[src/hdl/ilp_pkg.sv]
// shared types and constants for the integer literal parser
// no dependencies; compiled first
package ilp_pkg;

	localparam int unsigned CharW = 8;
	localparam int unsigned ValW  = 64;

	// largest decimal magnitude that can still take one more digit without passing 2^63
	localparam logic [ValW-1:0] DecLimitDiv10 = 64'd922337203685477580;
	localparam logic [ValW-1:0] Int64Top      = 64'h8000_0000_0000_0000;

	// summary of a finished token, handed from the scanner to the result stage
	typedef struct packed {
		logic [ValW-1:0] mag;
		logic            neg;
		logic            hex;
		logic            ovf;
		logic            form_ok;
	} tok_t;

endpackage

[src/hdl/ilp_char_if.sv]
// character channel: one byte of token text per item, with a last flag
// uses ilp_pkg for the byte width
interface ilp_char_if;
	import ilp_pkg::*;

	logic             valid;
	logic             ready;
	logic [CharW-1:0] char_code;
	logic             last_char;

	modport source (output valid, output char_code, output last_char, input ready);
	modport sink   (input valid, input char_code, input last_char, output ready);
endinterface

[src/hdl/ilp_result_if.sv]
// result channel: parsed value and ok flag, one item per token
// uses ilp_pkg for the value width
interface ilp_result_if;
	import ilp_pkg::*;

	logic                   valid;
	logic                   ready;
	logic signed [ValW-1:0] value;
	logic                   ok;

	modport source (output valid, output value, output ok, input ready);
	modport sink   (input valid, input value, input ok, output ready);
endinterface

[src/hdl/ilp_scan.sv]
// token scanner: parser phase, magnitude accumulator and sign/hex/overflow flags
// depends on ilp_pkg; state advances one byte per step
module ilp_scan (
	input  logic                       clk,
	input  logic                       arst_n,
	input  logic                       step,
	input  logic [ilp_pkg::CharW-1:0]  char_code,
	input  logic                       last_char,
	output ilp_pkg::tok_t              token
);
	import ilp_pkg::*;

	typedef enum logic [2:0] {
		PH_LEAD, PH_SIGN, PH_ZERO, PH_DEC, PH_HEXX, PH_HEX, PH_TRAIL, PH_ERR
	} phase_t;

	phase_t          phase_q, phase_n;
	logic [ValW-1:0] mag_q, mag_n;
	logic            neg_q, neg_n;
	logic            hex_q, hex_n;
	logic            ovf_q, ovf_n;

	logic [CharW-1:0] c;
	logic             is_dig, is_af, is_hex, is_sp;
	logic [3:0]       dig_val, hex_val;
	logic             dec_full;
	logic [ValW-1:0]  dec_mag, hex_mag;
	logic             dec_push, hex_push;

	always_comb begin
		c = char_code;
		if (char_code >= 8'h41 && char_code <= 8'h5A) begin
			c = char_code | 8'h20;
		end
		is_dig  = (c >= 8'h30) && (c <= 8'h39);
		is_af   = (c >= 8'h61) && (c <= 8'h66);
		is_hex  = is_dig || is_af;
		is_sp   = (c == 8'h20) || ((c >= 8'h09) && (c <= 8'h0D));
		dig_val = c[3:0];
		// 'a'..'f' have low nibbles 1..6
		hex_val = is_dig ? c[3:0] : c[3:0] + 4'd9;

		dec_full = (mag_q > DecLimitDiv10) || ((mag_q == DecLimitDiv10) && (dig_val > 4'd8));
		dec_mag  = (mag_q << 3) + (mag_q << 1) + {{(ValW-4){1'b0}}, dig_val};
		hex_mag  = {mag_q[ValW-5:0], hex_val};

		phase_n  = phase_q;
		neg_n    = neg_q;
		hex_n    = hex_q;
		dec_push = 1'b0;
		hex_push = 1'b0;

		case (phase_q)
			PH_LEAD: begin
				if (is_sp) begin
					phase_n = PH_LEAD;
				end else if (c == 8'h2B) begin
					phase_n = PH_SIGN;
				end else if (c == 8'h2D) begin
					neg_n   = 1'b1;
					phase_n = PH_SIGN;
				end else if (c == 8'h30) begin
					phase_n = PH_ZERO;
				end else if (is_dig) begin
					dec_push = 1'b1;
					phase_n  = PH_DEC;
				end else begin
					phase_n = PH_ERR;
				end
			end
			PH_SIGN: begin
				if (c == 8'h30 && neg_q) begin
					phase_n = PH_ZERO;
				end else if (is_dig) begin
					dec_push = 1'b1;
					phase_n  = PH_DEC;
				end else begin
					phase_n = PH_ERR;
				end
			end
			PH_ZERO: begin
				if (c == 8'h78) begin
					hex_n   = 1'b1;
					phase_n = PH_HEXX;
				end else if (is_dig) begin
					dec_push = 1'b1;
					phase_n  = PH_DEC;
				end else if (is_sp) begin
					phase_n = PH_TRAIL;
				end else begin
					phase_n = PH_ERR;
				end
			end
			PH_DEC: begin
				if (is_dig) begin
					dec_push = 1'b1;
				end else if (is_sp) begin
					phase_n = PH_TRAIL;
				end else begin
					phase_n = PH_ERR;
				end
			end
			PH_HEXX: begin
				if (is_hex) begin
					hex_push = 1'b1;
					phase_n  = PH_HEX;
				end else begin
					phase_n = PH_ERR;
				end
			end
			PH_HEX: begin
				if (is_hex) begin
					hex_push = 1'b1;
				end else if (is_sp) begin
					phase_n = PH_TRAIL;
				end else begin
					phase_n = PH_ERR;
				end
			end
			PH_TRAIL: begin
				if (!is_sp) begin
					phase_n = PH_ERR;
				end
			end
			default: begin
				phase_n = PH_ERR;
			end
		endcase

		mag_n = mag_q;
		ovf_n = ovf_q;
		// once overflowed the decimal magnitude stays frozen
		if (dec_push && !ovf_q) begin
			if (dec_full) begin
				ovf_n = 1'b1;
			end else begin
				mag_n = dec_mag;
			end
		end else if (hex_push) begin
			mag_n = hex_mag;
		end
	end

	assign token.mag     = mag_n;
	assign token.neg     = neg_n;
	assign token.hex     = hex_n;
	assign token.ovf     = ovf_n;
	assign token.form_ok = (phase_n == PH_ZERO) || (phase_n == PH_DEC) ||
	                       (phase_n == PH_HEX) || (phase_n == PH_TRAIL);

	always_ff @(posedge clk or negedge arst_n) begin
		if (!arst_n) begin
			phase_q <= PH_LEAD;
			mag_q   <= '0;
			neg_q   <= 1'b0;
			hex_q   <= 1'b0;
			ovf_q   <= 1'b0;
		end else if (step) begin
			if (last_char) begin
				phase_q <= PH_LEAD;
				mag_q   <= '0;
				neg_q   <= 1'b0;
				hex_q   <= 1'b0;
				ovf_q   <= 1'b0;
			end else begin
				phase_q <= phase_n;
				mag_q   <= mag_n;
				neg_q   <= neg_n;
				hex_q   <= hex_n;
				ovf_q   <= ovf_n;
			end
		end
	end

endmodule

[src/hdl/integer_literal_parser.sv]
// Integer literal parser: takes one byte of token text per item and, on the byte
// marked last, gives one result with the signed 64-bit value and an ok flag.
// Accepted forms are [+-]digits and -?0x hexdigits, case-insensitive, with leading
// and trailing whitespace skipped. A byte is taken every cycle; the last byte of a
// token is scanned out of the input register into the token register, then
// checked into the result register, and the block keeps taking bytes while a
// result waits, stalling only when a last byte finds both the token register and
// the result register full.
// Depends on ilp_pkg, ilp_char_if, ilp_result_if and ilp_scan.
module integer_literal_parser (
	input  logic         clk,
	input  logic         arst_n,
	ilp_char_if.sink     text,
	ilp_result_if.source result
);
	import ilp_pkg::*;

	logic             s1_valid, s1_last;
	logic [CharW-1:0] s1_char;
	logic             s1_go;

	tok_t token;
	tok_t tok_s2;
	logic s2_valid;
	logic s2_free;

	logic                   o_valid_q;
	logic signed [ValW-1:0] value_q;
	logic                   ok_q;
	logic                   out_free;

	logic            fin_ok;
	logic [ValW-1:0] fin_val;

	assign out_free   = !o_valid_q || result.ready;
	assign s2_free    = !s2_valid || out_free;
	// only a last byte needs room downstream
	assign s1_go      = s1_valid && (!s1_last || s2_free);
	assign text.ready = !s1_valid || s1_go;

	always_ff @(posedge clk or negedge arst_n) begin
		if (!arst_n) begin
			s1_valid <= 1'b0;
		end else if (text.ready) begin
			s1_valid <= text.valid;
		end
	end

	always_ff @(posedge clk) begin
		if (text.ready && text.valid) begin
			s1_char <= text.char_code;
			s1_last <= text.last_char;
		end
	end

	ilp_scan u_scan (
		.clk       (clk),
		.arst_n    (arst_n),
		.step      (s1_go),
		.char_code (s1_char),
		.last_char (s1_last),
		.token     (token)
	);

	always_ff @(posedge clk or negedge arst_n) begin
		if (!arst_n) begin
			s2_valid <= 1'b0;
		end else if (s1_go && s1_last) begin
			s2_valid <= 1'b1;
		end else if (out_free) begin
			s2_valid <= 1'b0;
		end
	end

	always_ff @(posedge clk) begin
		if (s1_go && s1_last) begin
			tok_s2 <= token;
		end
	end

	// range check and sign
	always_comb begin
		if (tok_s2.hex) begin
			fin_ok = tok_s2.form_ok && !tok_s2.mag[ValW-1];
		end else begin
			fin_ok = tok_s2.form_ok && !tok_s2.ovf &&
			         (!tok_s2.mag[ValW-1] || (tok_s2.neg && tok_s2.mag == Int64Top));
		end
		fin_val = '0;
		if (fin_ok) begin
			fin_val = tok_s2.neg ? ('0 - tok_s2.mag) : tok_s2.mag;
		end
	end

	always_ff @(posedge clk or negedge arst_n) begin
		if (!arst_n) begin
			o_valid_q <= 1'b0;
		end else if (s2_valid && out_free) begin
			o_valid_q <= 1'b1;
		end else if (result.ready) begin
			o_valid_q <= 1'b0;
		end
	end

	always_ff @(posedge clk) begin
		if (s2_valid && out_free) begin
			value_q <= $signed(fin_val);
			ok_q    <= fin_ok;
		end
	end

	assign result.valid = o_valid_q;
	assign result.value = value_q;
	assign result.ok    = ok_q;

endmodule

[src/flat_wrapper.sv]
// flat-port wrapper written by rule: the top's interface ports become plain ports
module integer_literal_parser_flat import ilp_pkg::*;
  (clk, arst_n, text_valid, text_char_code, text_last_char, text_ready, result_valid, result_value, result_ok, result_ready);
  ilp_char_if text_i ();
  ilp_result_if result_i ();
  input  logic clk;
  input  logic arst_n;
  input wire logic [$bits(text_i.valid)-1:0] text_valid;
  input wire logic [$bits(text_i.char_code)-1:0] text_char_code;
  input wire logic [$bits(text_i.last_char)-1:0] text_last_char;
  output wire logic [$bits(text_i.ready)-1:0] text_ready;
  output wire logic [$bits(result_i.valid)-1:0] result_valid;
  output wire logic [$bits(result_i.value)-1:0] result_value;
  output wire logic [$bits(result_i.ok)-1:0] result_ok;
  input wire logic [$bits(result_i.ready)-1:0] result_ready;
  assign text_i.valid = text_valid;
  assign text_i.char_code = text_char_code;
  assign text_i.last_char = text_last_char;
  assign text_ready = text_i.ready;
  assign result_valid = result_i.valid;
  assign result_value = result_i.value;
  assign result_ok = result_i.ok;
  assign result_i.ready = result_ready;
  integer_literal_parser u_core (.clk(clk), .arst_n(arst_n), .text(text_i), .result(result_i));
endmodule
[config.mk]
export PLATFORM = sky130hd
export DESIGN_NAME = integer_literal_parser_flat
export DESIGN_NICKNAME = d
export VERILOG_FILES = /design/src/hdl/ilp_pkg.sv /design/src/hdl/ilp_char_if.sv /design/src/hdl/ilp_result_if.sv /design/src/hdl/ilp_scan.sv /design/src/hdl/integer_literal_parser.sv /design/src/flat_wrapper.sv
export SDC_FILE = /design/constraint.sdc
export NUM_CORES = 1
export LEC_CHECK = 0
export BUFFER_PORTS_ARGS = -buffer_cell sky130_fd_sc_hd__buf_2
export CORE_ASPECT_RATIO = 1.4
export CORE_MARGIN = 4
export CORE_UTILIZATION = 57
export CTS_CLUSTER_SIZE = 25
export DETAILED_ROUTE_END_ITERATION = 8
export PLACE_DENSITY = 0.82
export SKIP_CTS_REPAIR_TIMING = 1
export SLEW_MARGIN = 20
export SYNTH_ARGS = -nofsm -noshare
export SYNTH_HDL_FRONTEND = slang
export SYNTH_SLANG_ARGS = --single-unit
[constraint.sdc]
create_clock -name clk -period 3.6 [get_ports clk]
set_input_delay 0.72 -clock clk [delete_from_list [all_inputs] [get_ports clk]]
set_output_delay 0.72 -clock clk [all_outputs]
set_load 0.05 [all_outputs]
==> impl_metrics.py, run 1 <==
metrics = {
    "status": {
        "status": "finished with violations",
        "violations": "negative setup slack",
    },
    "setup_path": {
        "critPathSlowestCell": "or4_4",
        "critPathMaxStageDelay_ns": 0.52,
        "critical-path-top-delay-family": "simple AND/OR/NAND/NOR gates",
        "crit_buf_inv": 1,
        "cp_common_cell": "or4_4",
        "rrSetupSlack_ns": -0.22,
        "crit_fanout": 32,
        "end_kind": "flip-flop",
        "worstPathRequired_ns": 3.97,
        "worstSetupStartpointType": "flip-flop",
        "arrival_ns": 4.19,
        "worstSetupPathType": "flip-flop to flip-flop",
        "path_cells": "or3_4, or4_4, or2_4, nand4b_1, or4_4, or4_4, o41ai_4, nand3_4, clkbuf_16, nor2_1",
    },
    "global_route": {
        "antenna_found_initial": 1,
        "grt_max_degree": 74,
        "grt_pass1_wl_um": 69200,
        "track_usage": 0.298,
        "grt_pass1_vias": 13600,
        "overflow": 0,
    },
    "route": {
        "routed_wl_um": 46400,
        "vias": 14100,
        "wl_per_cell_um": 21.3,
        "route.detailed.drc": 0,
        "postRouteAntennaNets": 0,
        "drt_iter0_markers": 1474,
        "drt_pre_antenna_iters": 7,
        "vias_per_cell": 6.46,
    },
    "clocking": {
        "cts_buffers": 22,
        "cts.path.max_buffers": 3,
        "path_clk_slew_ns": 0.08,
        "insertion_delay_ns": 0.52,
        "root_buffer": "clkbuf_16",
        "cts_tree": "built",
        "cts_max_level": 1,
        "cts_sinks": 215,
    },
    "floorplan": {
        "die_h_um": 200,
        "dieArea_mm2": 0.0289,
        "pin_count": 80,
        "core-area_mm2": 0.0256,
        "die_w_um": 145,
        "placementRows": 69,
        "initial_core_util": 0.582,
    },
    "timing": {
        "finalHoldViolCount": 0,
        "final_min_period_over_clock_period": 1.06,
        "rsz0062_at_grt": "yes",
        "worst_slack_ns": -0.220,
        "relSlewSlack": 0.422,
        "finalSetupViolCount": 79,
        "slew_violations": 0,
        "timing.setup.tns_ns": -11.50,
        "tightest_slew_ns": 0.866,
        "skew_ns": 0.0138,
        "finalCriticalPeriod_ns": 3.82,
        "max_clock_freq_mhz": 262,
    },
    "synthesis": {
        "synth_flop_cell": "edfxtp_1",
        "syn-num-nets": 1709,
        "ys_ff_latch": 215,
        "avgSynthCellArea_um2": 9.54,
        "netlist_instances": 1566,
        "syn_area_mm2": 0.0149,
        "synth_top_area_share": 0.286,
        "synth-async-reset-ratio": 0.340,
        "post_synth_num_cell_types": 74,
        "ys_warn_count": 0,
        "synth_edf_count": 142,
        "yosysSeqAreaShare": 0.408,
        "yosys-top-cells-area": "edfxtp_1 (29%), dfrtp_1 (12%), ha_1 (11%)",
        "synth_top_area_cell": "edfxtp_1",
    },
    "layout": {
        "drive_above_1_share": 0.279,
        "layout_common_cells": "buf_4 (250), nor2_1 (205), edfxtp_1 (142), ha_1 (116), nand2_1 (114)",
        "final_nets": 1988,
        "layout_commonest_cell": "buf_4",
        "syn_to_final_growth_pct": 26.7,
        "layoutNonFillerInstCount": 2181,
        "utilization": 0.738,
    },
    "placement": {
        "gp_congestion": 1.01,
        "hpwlAfterDp_um": 33500,
        "place_inst": 2131,
        "io_buffers": 79,
    },
    "pwr": {
        "ir_drop_mv": 0.241,
        "p_leak_nw": 8.46,
        "p_per_area_mw_per_mm2": 351,
    },
    "flow_run": {
        "cap_violations": 0,
    },
    "min_path": {
        "hold_path.class": "input pin to asynchronous set/reset pin",
    },
}
logic make-up (layout without fill, tap and decap cells):
kind of cell | count (synthesis) | in the layout | synth area share
AO/OA/AOI/OAI | 466 | 466 | 0.214
XOR/XNOR | 119 | 119 | 0.0698
adder cells (fa/ha/maj) | 130 | 130 | 0.110
buffers and inverters | 108 | 403 | 0.0301
flip-flops | 215 | 215 | 0.408
multiplexers | 8 | 8 | 0.00536
other | 0 | 1 | 0
AND/OR/NAND/NOR | 520 | 520 | 0.163
synth_stat cells, drive strengths merged, types with 7 or more instances:
| library cell | count |
|---|---|
| nand3 | 26 |
| mux2i | 8 |
| a221o | 8 |
| clkbuf | 72 |
| o41ai | 9 |
| and2 | 8 |
| a21o | 41 |
| or2 | 13 |
| or3 | 27 |
| o21a | 13 |
| nor2 | 211 |
| edfxtp | 142 |
| nor3 | 23 |
| xor2 | 81 |
| a22oi | 9 |
| inv | 24 |
| nand2b | 12 |
| a21oi | 95 |
| o221a | 7 |
| o22ai | 23 |
| o211ai | 8 |
| nor4 | 9 |
| o31ai | 23 |
| nand2 | 117 |
| a221oi | 7 |
| a22o | 49 |
| o21ai | 88 |
| xnor2 | 38 |
| nand4 | 27 |
| and3 | 8 |
| buf | 12 |
| a211oi | 15 |
| a31oi | 12 |
| o21bai | 12 |
| dfrtp | 73 |
| or4 | 15 |
| ha | 128 |
| nor2b | 9 |
flip-flops by register name, summed over array words and instances, names as in the netlist, 3 cells and up:
| signal | count |
|---|---|
| u_core.result.value | 64 |
| u_core.s1_char | 8 |
| u_core.tok_s2 | 68 |
| u_core.u_scan.mag_q | 64 |
| u_core.u_scan.phase_q | 3 |
metal layers:
| metal | vias up | share of wire | GRT usage |
|---|---|---|---|
| met4 | 0 | 0.048 | 0.122 |
| met3 | 197 | 0.087 | 0.0534 |
| met2 | 767 | 0.49 | 0.514 |
| li1 | 6435 | - | - |
| met5 | - | 0 | 0 |
| met1 | 6700 | 0.38 | 0.366 |
layout make-up:
class	instances	area [µm²]
multi-input cells	1243	9100
repair buffers	339	2470
well taps	319	399
clock inverters	14	158
inverters	24	90.1
diodes	1	2.50
fillers	1772	6730
flip-flops and latches	215	6100
clock buffers	26	597
power breakdown:
group / internal (mW) / switching (mW) / leakage, nW / total (mW)
Clock: 1.35 / 1.04 / 0.356 / 2.39
Sequential: 2.82 / 0.134 / 2.36 / 2.96
Combinational: 0.469 / 0.818 / 5.74 / 1.29
per-stage QoR:
stage	worst slack (ns)	cell area (µm²)	hold WS (ns)	total power [mW]
after floorplan	0.00283	15000	0.424	3.74
after global placement	-0.227	17400	0.511	4.15
after detailed placement	-0.304	17400	0.528	4.19
after CTS	-0.355	18200	0.366	6.55
after global routing	-0.307	18900	0.280	6.85
final	-0.220	18900	0.240	6.63
worst paths after layout:
path / from / to / depth (start not counted)
hold reg to reg: u_core.u_scan.hex_q / u_core.u_scan.hex_q / 2
hold / removal: arst_n / u_core.u_scan.mag_q[17] / 1
min in group clk: text_char_code[7] / u_core.s1_char[7] / 1
setup reg to reg: u_core.tok_s2[34] / u_core.result.value[45] / 10
max in group asynchronous: arst_n / u_core.u_scan.mag_q[30] / 1
setup / recovery: u_core.tok_s2[34] / u_core.result.value[45] / 10
No activity file was read; power rests on OpenSTA's default activity.
==> run 2, diff against run 1 <==
--- a/config.mk
+++ b/config.mk
@@ -11,6 +11,7 @@
 export CORE_UTILIZATION = 57
 export CTS_CLUSTER_SIZE = 25
 export DETAILED_ROUTE_END_ITERATION = 8
+export MAX_ROUTING_LAYER = met4
 export PLACE_DENSITY = 0.82
 export SKIP_CTS_REPAIR_TIMING = 1
 export SLEW_MARGIN = 20
==> run 2 against run 1 <==
  * Highest routed layer unchanged
  * The flow still finishes with violations (negative setup slack)
  * Clock power fell by 3%
  * Power fell by 1.2%
  * Die area did not move
  * Sequential share of layout area rose by 0.10 points
  * Maximum frequency rose by 3.3%
  * Critical path type unchanged
==> impl_metrics.py, run 2 (synthesis gave the netlist of run 1 again) <==
metrics = {
    "pwr": {
        "ir_drop_mv": 0.331,
        "p_leak_nw": 8.50,
        "clkPwrFrac": 0.356,
        "power_frac_comb": 0.194,
        "p_per_area_mw_per_mm2": 348,
        "switching_share": 0.303,
        "seq_power_share": 0.450,
        "power_mw": 6.55,
        "switching_power_mw": 1.98,
        "p_int_mw": 4.57,
    },
    "placement": {
        "place_inst": 2140,
        "dp_slack_ns": -0.290,
        "placed_area_mm2": 0.0175,
        "io_buffers": 79,
        "gp_congestion": 1.02,
        "hpwlAfterDp_um": 33500,
    },
    "route": {
        "route.detailed.drc": 0,
        "wl_per_cell_um": 20.9,
        "drt_iter0_markers": 1529,
        "drt_pre_antenna_iters": 7,
        "postRouteAntennaNets": 0,
        "vias_per_cell": 6.36,
        "vias": 13900,
        "routed_wl_um": 45900,
    },
    "layout": {
        "syn_to_final_growth_pct": 26.1,
        "largest_reg_flops": 68,
        "layoutNonFillerInstCount": 2192,
        "layout_commonest_cell": "buf_4",
        "drive_above_1_share": 0.274,
        "fin_area_mm2": 0.0188,
        "layout_common_cells": "buf_4 (256), nor2_1 (204), edfxtp_1 (142), ha_1 (120), nand2_1 (114)",
        "regMostFlops": "u_core.tok_s2",
        "final_nets": 1998,
    },
    "clocking": {
        "cts_tree": "built",
        "root_buffer": "clkbuf_16",
        "cts.path.max_buffers": 3,
        "cts_max_level": 1,
        "path_clk_slew_ns": 0.07,
        "cts_buffers": 23,
        "cts_sinks": 215,
        "insertion_delay_ns": 0.55,
    },
    "floorplan": {
        "placementRows": 69,
        "initial_core_util": 0.582,
        "die_h_um": 200,
        "dieArea_mm2": 0.0289,
        "pin_count": 80,
        "core-area_mm2": 0.0256,
        "die_w_um": 145,
    },
    "global_route": {
        "grt_pass1_vias": 13800,
        "overflow": 0,
        "grt_pass1_wl_um": 71400,
        "grt_max_degree": 66,
        "antenna_found_initial": 1,
        "track_usage": 0.318,
    },
    "min_path": {
        "hold_path.class": "input pin to asynchronous set/reset pin",
    },
    "timing": {
        "slew_violations": 0,
        "rsz0062_at_grt": "yes",
        "worst_slack_ns": -0.0980,
        "relSlewSlack": 0.479,
        "finalCriticalPeriod_ns": 3.70,
        "skew_ns": 0.0203,
        "finalHoldViolCount": 0,
        "finalSetupViolCount": 65,
        "max_clock_freq_mhz": 270,
        "final_min_period_over_clock_period": 1.03,
        "timing.setup.tns_ns": -3.35,
        "tightest_slew_ns": 0.782,
    },
    "setup_path": {
        "critPathMaxStageDelay_ns": 0.49,
        "worstPathRequired_ns": 3.99,
        "end_kind": "flip-flop",
        "crit_fanout": 65,
        "cp_common_cell": "or4_4",
        "critical-path-top-delay-family": "simple AND/OR/NAND/NOR gates",
        "crit_buf_inv": 1,
        "path_cells": "or3_4, or4_4, or2_4, nand4b_1, or4_4, or4_4, o41ai_4, nand3_2, buf_12, nor2_1",
        "worstSetupStartpointType": "flip-flop",
        "arrival_ns": 4.09,
        "worstSetupPathType": "flip-flop to flip-flop",
        "critPathSlowestCell": "or4_4",
    },
    "flow_run": {
        "cap_violations": 0,
    },
    "status": {
        "status": "finished with violations",
        "violations": "negative setup slack",
    },
}
==> run 2: cell count changes in the layout (fill, tap and decap cells not counted), moves of 4 or more <==
cell / change
a211oi_1: +4
a211oi_2: -5
buf_4: +6
buf_6: +5
dfrtp_1: +5
dfrtp_2: -5
ha_1: +4
ha_4: -5
==> run 2: layout make-up <==
type,instances,area [µm²]
Antenna cell,1,2.50
Clock buffer,29,608
Clock inverter,13,115
Fill cell,1747,6810
Inverter,24,90.1
Multi-Input combinational cell,1243,9000
Sequential cell,215,6090
Tap cell,319,399
Timing Repair Buffer,348,2520
==> run 2: power groups by stage <==
stage | clock network, mW | registers, mW | logic, mW
after floorplan | 0 | 3.16 | 0.579
after global placement | 0 | 2.98 | 1.17
after detailed placement | 0 | 2.99 | 1.21
after CTS | 2.35 | 2.94 | 1.21
after global routing | 2.44 | 2.97 | 1.37
final | 2.33 | 2.95 | 1.27
==> run 2: worst paths after layout <==
path,endpoint,start,cells after the start,slack (ns)
worst max-delay path,u_core.result.value[12],u_core.tok_s2[34],10,-0.1
worst min-delay path,u_core.u_scan.mag_q[11],arst_n,1,0.26
worst max register to register,u_core.result.value[12],u_core.tok_s2[34],10,-0.1
worst min register to register,u_core.u_scan.ovf_q,u_core.u_scan.ovf_q,2,0.53
max in group asynchronous,u_core.u_scan.mag_q[2],arst_n,2,2.60
min in group clk,u_core.s1_last,text_last_char,1,0.36
==> run 2: worst register-to-register path: cells and delay by family, from the launching register on <==
family	cells	cell delay, ns
buf+inv	1	0.20
simple gates	8	2.73
compound gates	1	0.24
flops	1	0.39
==> run 2: layer usage <==
layer	vias to the layer above	wire, µm	global-route usage
li1	6459	-	-
met1	6621	17900	0.399
met2	704	22300	0.515
met3	160	3910	0.0515
met4	0	1850	0.127
met5	-	0	-
==> run 2: stage by stage <==
stage                      util  hold slack (ns)
final                     0.735            0.258
after global routing      0.735            0.296
after CTS                 0.710            0.261
after detailed placement  0.681            0.521
after global placement    0.681            0.504
after floorplan               -            0.424
==> run 3, diff against run 2 <==
--- a/config.mk
+++ b/config.mk
@@ -13,6 +13,7 @@
 export DETAILED_ROUTE_END_ITERATION = 8
 export MAX_ROUTING_LAYER = met4
 export PLACE_DENSITY = 0.82
+export SETUP_SLACK_MARGIN = 0.05
 export SKIP_CTS_REPAIR_TIMING = 1
 export SLEW_MARGIN = 20
 export SYNTH_ARGS = -nofsm -noshare
==> run 3 against run 2 <==
  * The run still ends with negative setup slack left
  * Global-route usage is 0.43 points higher
  * Power down 2.2%
  * Critical path depth grew 1
  * Final cell count rose by 0.41%
  * First-iteration DRC count fell by 14%
  * Register-to-register slack got worse by 0.16 ns
  * Worst setup slack got worse by 0.16 ns
  * Sequential share of layout area shrank 0.88 points
  * Clock skew decreased by 0.011 ns
  * Sequential cell count unchanged
  * Sequential power barely moved
  * Via count rose by 3.7%
  * Largest cell class unchanged
  * Largest power group unchanged
==> impl_metrics.py, run 3 (synthesis gave the netlist of run 1 again) <==
metrics = {
    "status": {
        "status": "finished with violations",
        "violations": "negative setup slack",
    },
    "route": {
        "vias_per_cell": 6.57,
        "route.detailed.drc": 0,
        "wl_per_cell_um": 22.3,
        "postRouteAntennaNets": 0,
        "vias": 14500,
        "drt_pre_antenna_iters": 6,
        "routed_wl_um": 49100,
        "drt_iter0_markers": 1313,
    },
    "layout": {
        "fillers": 1665,
        "layout_commonest_cell": "buf_4",
        "final_nets": 2010,
        "multi_input_area_mm2": 0.00939,
        "layoutNonFillerInstCount": 2201,
        "syn_to_final_growth_pct": 29.7,
        "regArea_mm2": 0.00609,
        "utilization": 0.755,
        "drive_above_1_share": 0.302,
        "regMostFlops": "u_core.tok_s2",
        "layout_common_cells": "buf_4 (258), nor2_1 (189), edfxtp_1 (142), nand2_1 (112), ha_1 (110)",
        "largest_reg_flops": 68,
    },
    "pwr": {
        "p_per_area_mw_per_mm2": 331,
        "ir_drop_mv": 0.244,
        "p_leak_nw": 8.62,
    },
    "floorplan": {
        "die_h_um": 200,
        "dieArea_mm2": 0.0289,
        "placementRows": 69,
        "pin_count": 80,
        "die_w_um": 145,
        "initial_core_util": 0.582,
        "core-area_mm2": 0.0256,
    },
    "timing": {
        "worst_slack_ns": -0.263,
        "finalCriticalPeriod_ns": 3.86,
        "relSlewSlack": 0.364,
        "rsz0062_at_grt": "yes",
        "final_min_period_over_clock_period": 1.07,
        "finalHoldViolCount": 0,
        "slew_violations": 0,
        "skew_ns": 0.00946,
        "tightest_slew_ns": 0.930,
        "finalSetupViolCount": 81,
        "max_clock_freq_mhz": 259,
    },
    "clocking": {
        "insertion_delay_ns": 0.51,
        "cts_buffers": 21,
        "cts_tree": "built",
        "root_buffer": "clkbuf_16",
        "cts.path.max_buffers": 3,
        "path_clk_slew_ns": 0.06,
        "cts_max_level": 1,
        "cts_sinks": 215,
    },
    "global_route": {
        "overflow": 0,
        "grt_pass1_wl_um": 72300,
        "track_usage": 0.323,
        "grt_max_degree": 74,
        "grt_pass1_vias": 13900,
        "antenna_found_initial": 1,
    },
    "setup_path": {
        "end_kind": "flip-flop",
        "worstSetupPathType": "flip-flop to flip-flop",
        "r2r_cells": 11,
        "critPathMaxStageDelay_ns": 0.50,
        "crit_buf_inv": 2,
        "path_cells": "or3_4, or4_4, or2_4, nand4b_1, or4_4, or4_4, o41ai_4, nand3_4, buf_12, clkbuf_16, nor2_1",
        "regToRegEndpoint": "u_core.result.value[35]",
        "worstSetupStartpointType": "flip-flop",
        "critPathSlowestCell": "or4_4",
        "critical-path-top-delay-family": "simple AND/OR/NAND/NOR gates",
        "crit_fanout": 8,
        "arrival_ns": 4.23,
        "r2r_start": "u_core.tok_s2[34]",
        "worstPathRequired_ns": 3.96,
        "cp_common_cell": "or4_4",
        "rrSetupSlack_ns": -0.26,
    },
    "flow_run": {
        "cap_violations": 0,
    },
    "min_path": {
        "hold_path.class": "input pin to asynchronous set/reset pin",
    },
    "placement": {
        "dp_slack_ns": -0.238,
        "place_inst": 2126,
        "hpwlAfterDp_um": 34200,
        "gp_congestion": 1.07,
        "io_buffers": 79,
    },
}
run 3: changes by cell type in the layout (fill, tap and decap cells not counted), moves of 4 or more:
cell | before | now
buf_6 | 8 | 12
nor2_4 | 2 | 13
a21oi_2 | 11 | 15
o21ai_0 | 71 | 67
xor2_2 | 2 | 6
ha_1 | 120 | 110
a21oi_1 | 83 | 77
nor2_1 | 204 | 189
ha_4 | 6 | 14
nor2_2 | 5 | 9
run 3: power breakdown:
part           internal (mW)  leakage (nW)  switching (mW)
combinational          0.512          5.94           0.873
clock                   1.10         0.309           0.961
sequential              2.82          2.37           0.133
total                   4.44          8.62            1.97
run 3: area by class of cell:
| class | count | share of cell area |
|---|---|---|
| flip-flops and latches | 215 | 0.315 |
| multi-input cells | 1243 | 0.485 |
| clock buffers | 27 | 0.0288 |
| well taps | 319 | 0.0206 |
| inverters | 24 | 0.00491 |
| diodes | 1 | 0.000129 |
| repair buffers | 362 | 0.143 |
| clock inverters | 10 | 0.00317 |
run 3: through the flow:
step / hold slack (ns) / TNS (ns) / instance area [µm²] / total power, mW
3_3_place_gp: 0.499 / -8.31 / 17400 / 4.16
3_5_place_dp: 0.534 / -15.32 / 17400 / 4.20
4_1_cts: 0.380 / -20.51 / 18000 / 6.25
5_1_grt: 0.295 / -22.74 / 19400 / 6.63
2_1_floorplan: 0.424 / 0 / 15000 / 3.74
6_report: 0.247 / -12.18 / 19400 / 6.41
run 3: per-layer routing:
metal,global-route usage,part of all wire,up-vias
li1,-,-,6499
met1,0.401,0.37,6915
met2,0.534,0.48,817
met3,0.0464,0.089,232
met4,0.119,0.059,0
met5,-,0,-
run 3: how the worst max path moves through the flow:
stage,cells past startpoint,from,endpoint
2_1_floorplan,12,u_core.tok_s2[42],u_core.result.value[21]
3_3_place_gp,10,u_core.tok_s2[34],u_core.result.value[34]
3_5_place_dp,10,u_core.tok_s2[34],u_core.result.value[22]
4_1_cts,10,u_core.tok_s2[34],u_core.result.value[22]
5_1_grt,11,u_core.tok_s2[34],u_core.result.value[35]
6_report,11,u_core.tok_s2[34],u_core.result.value[35]
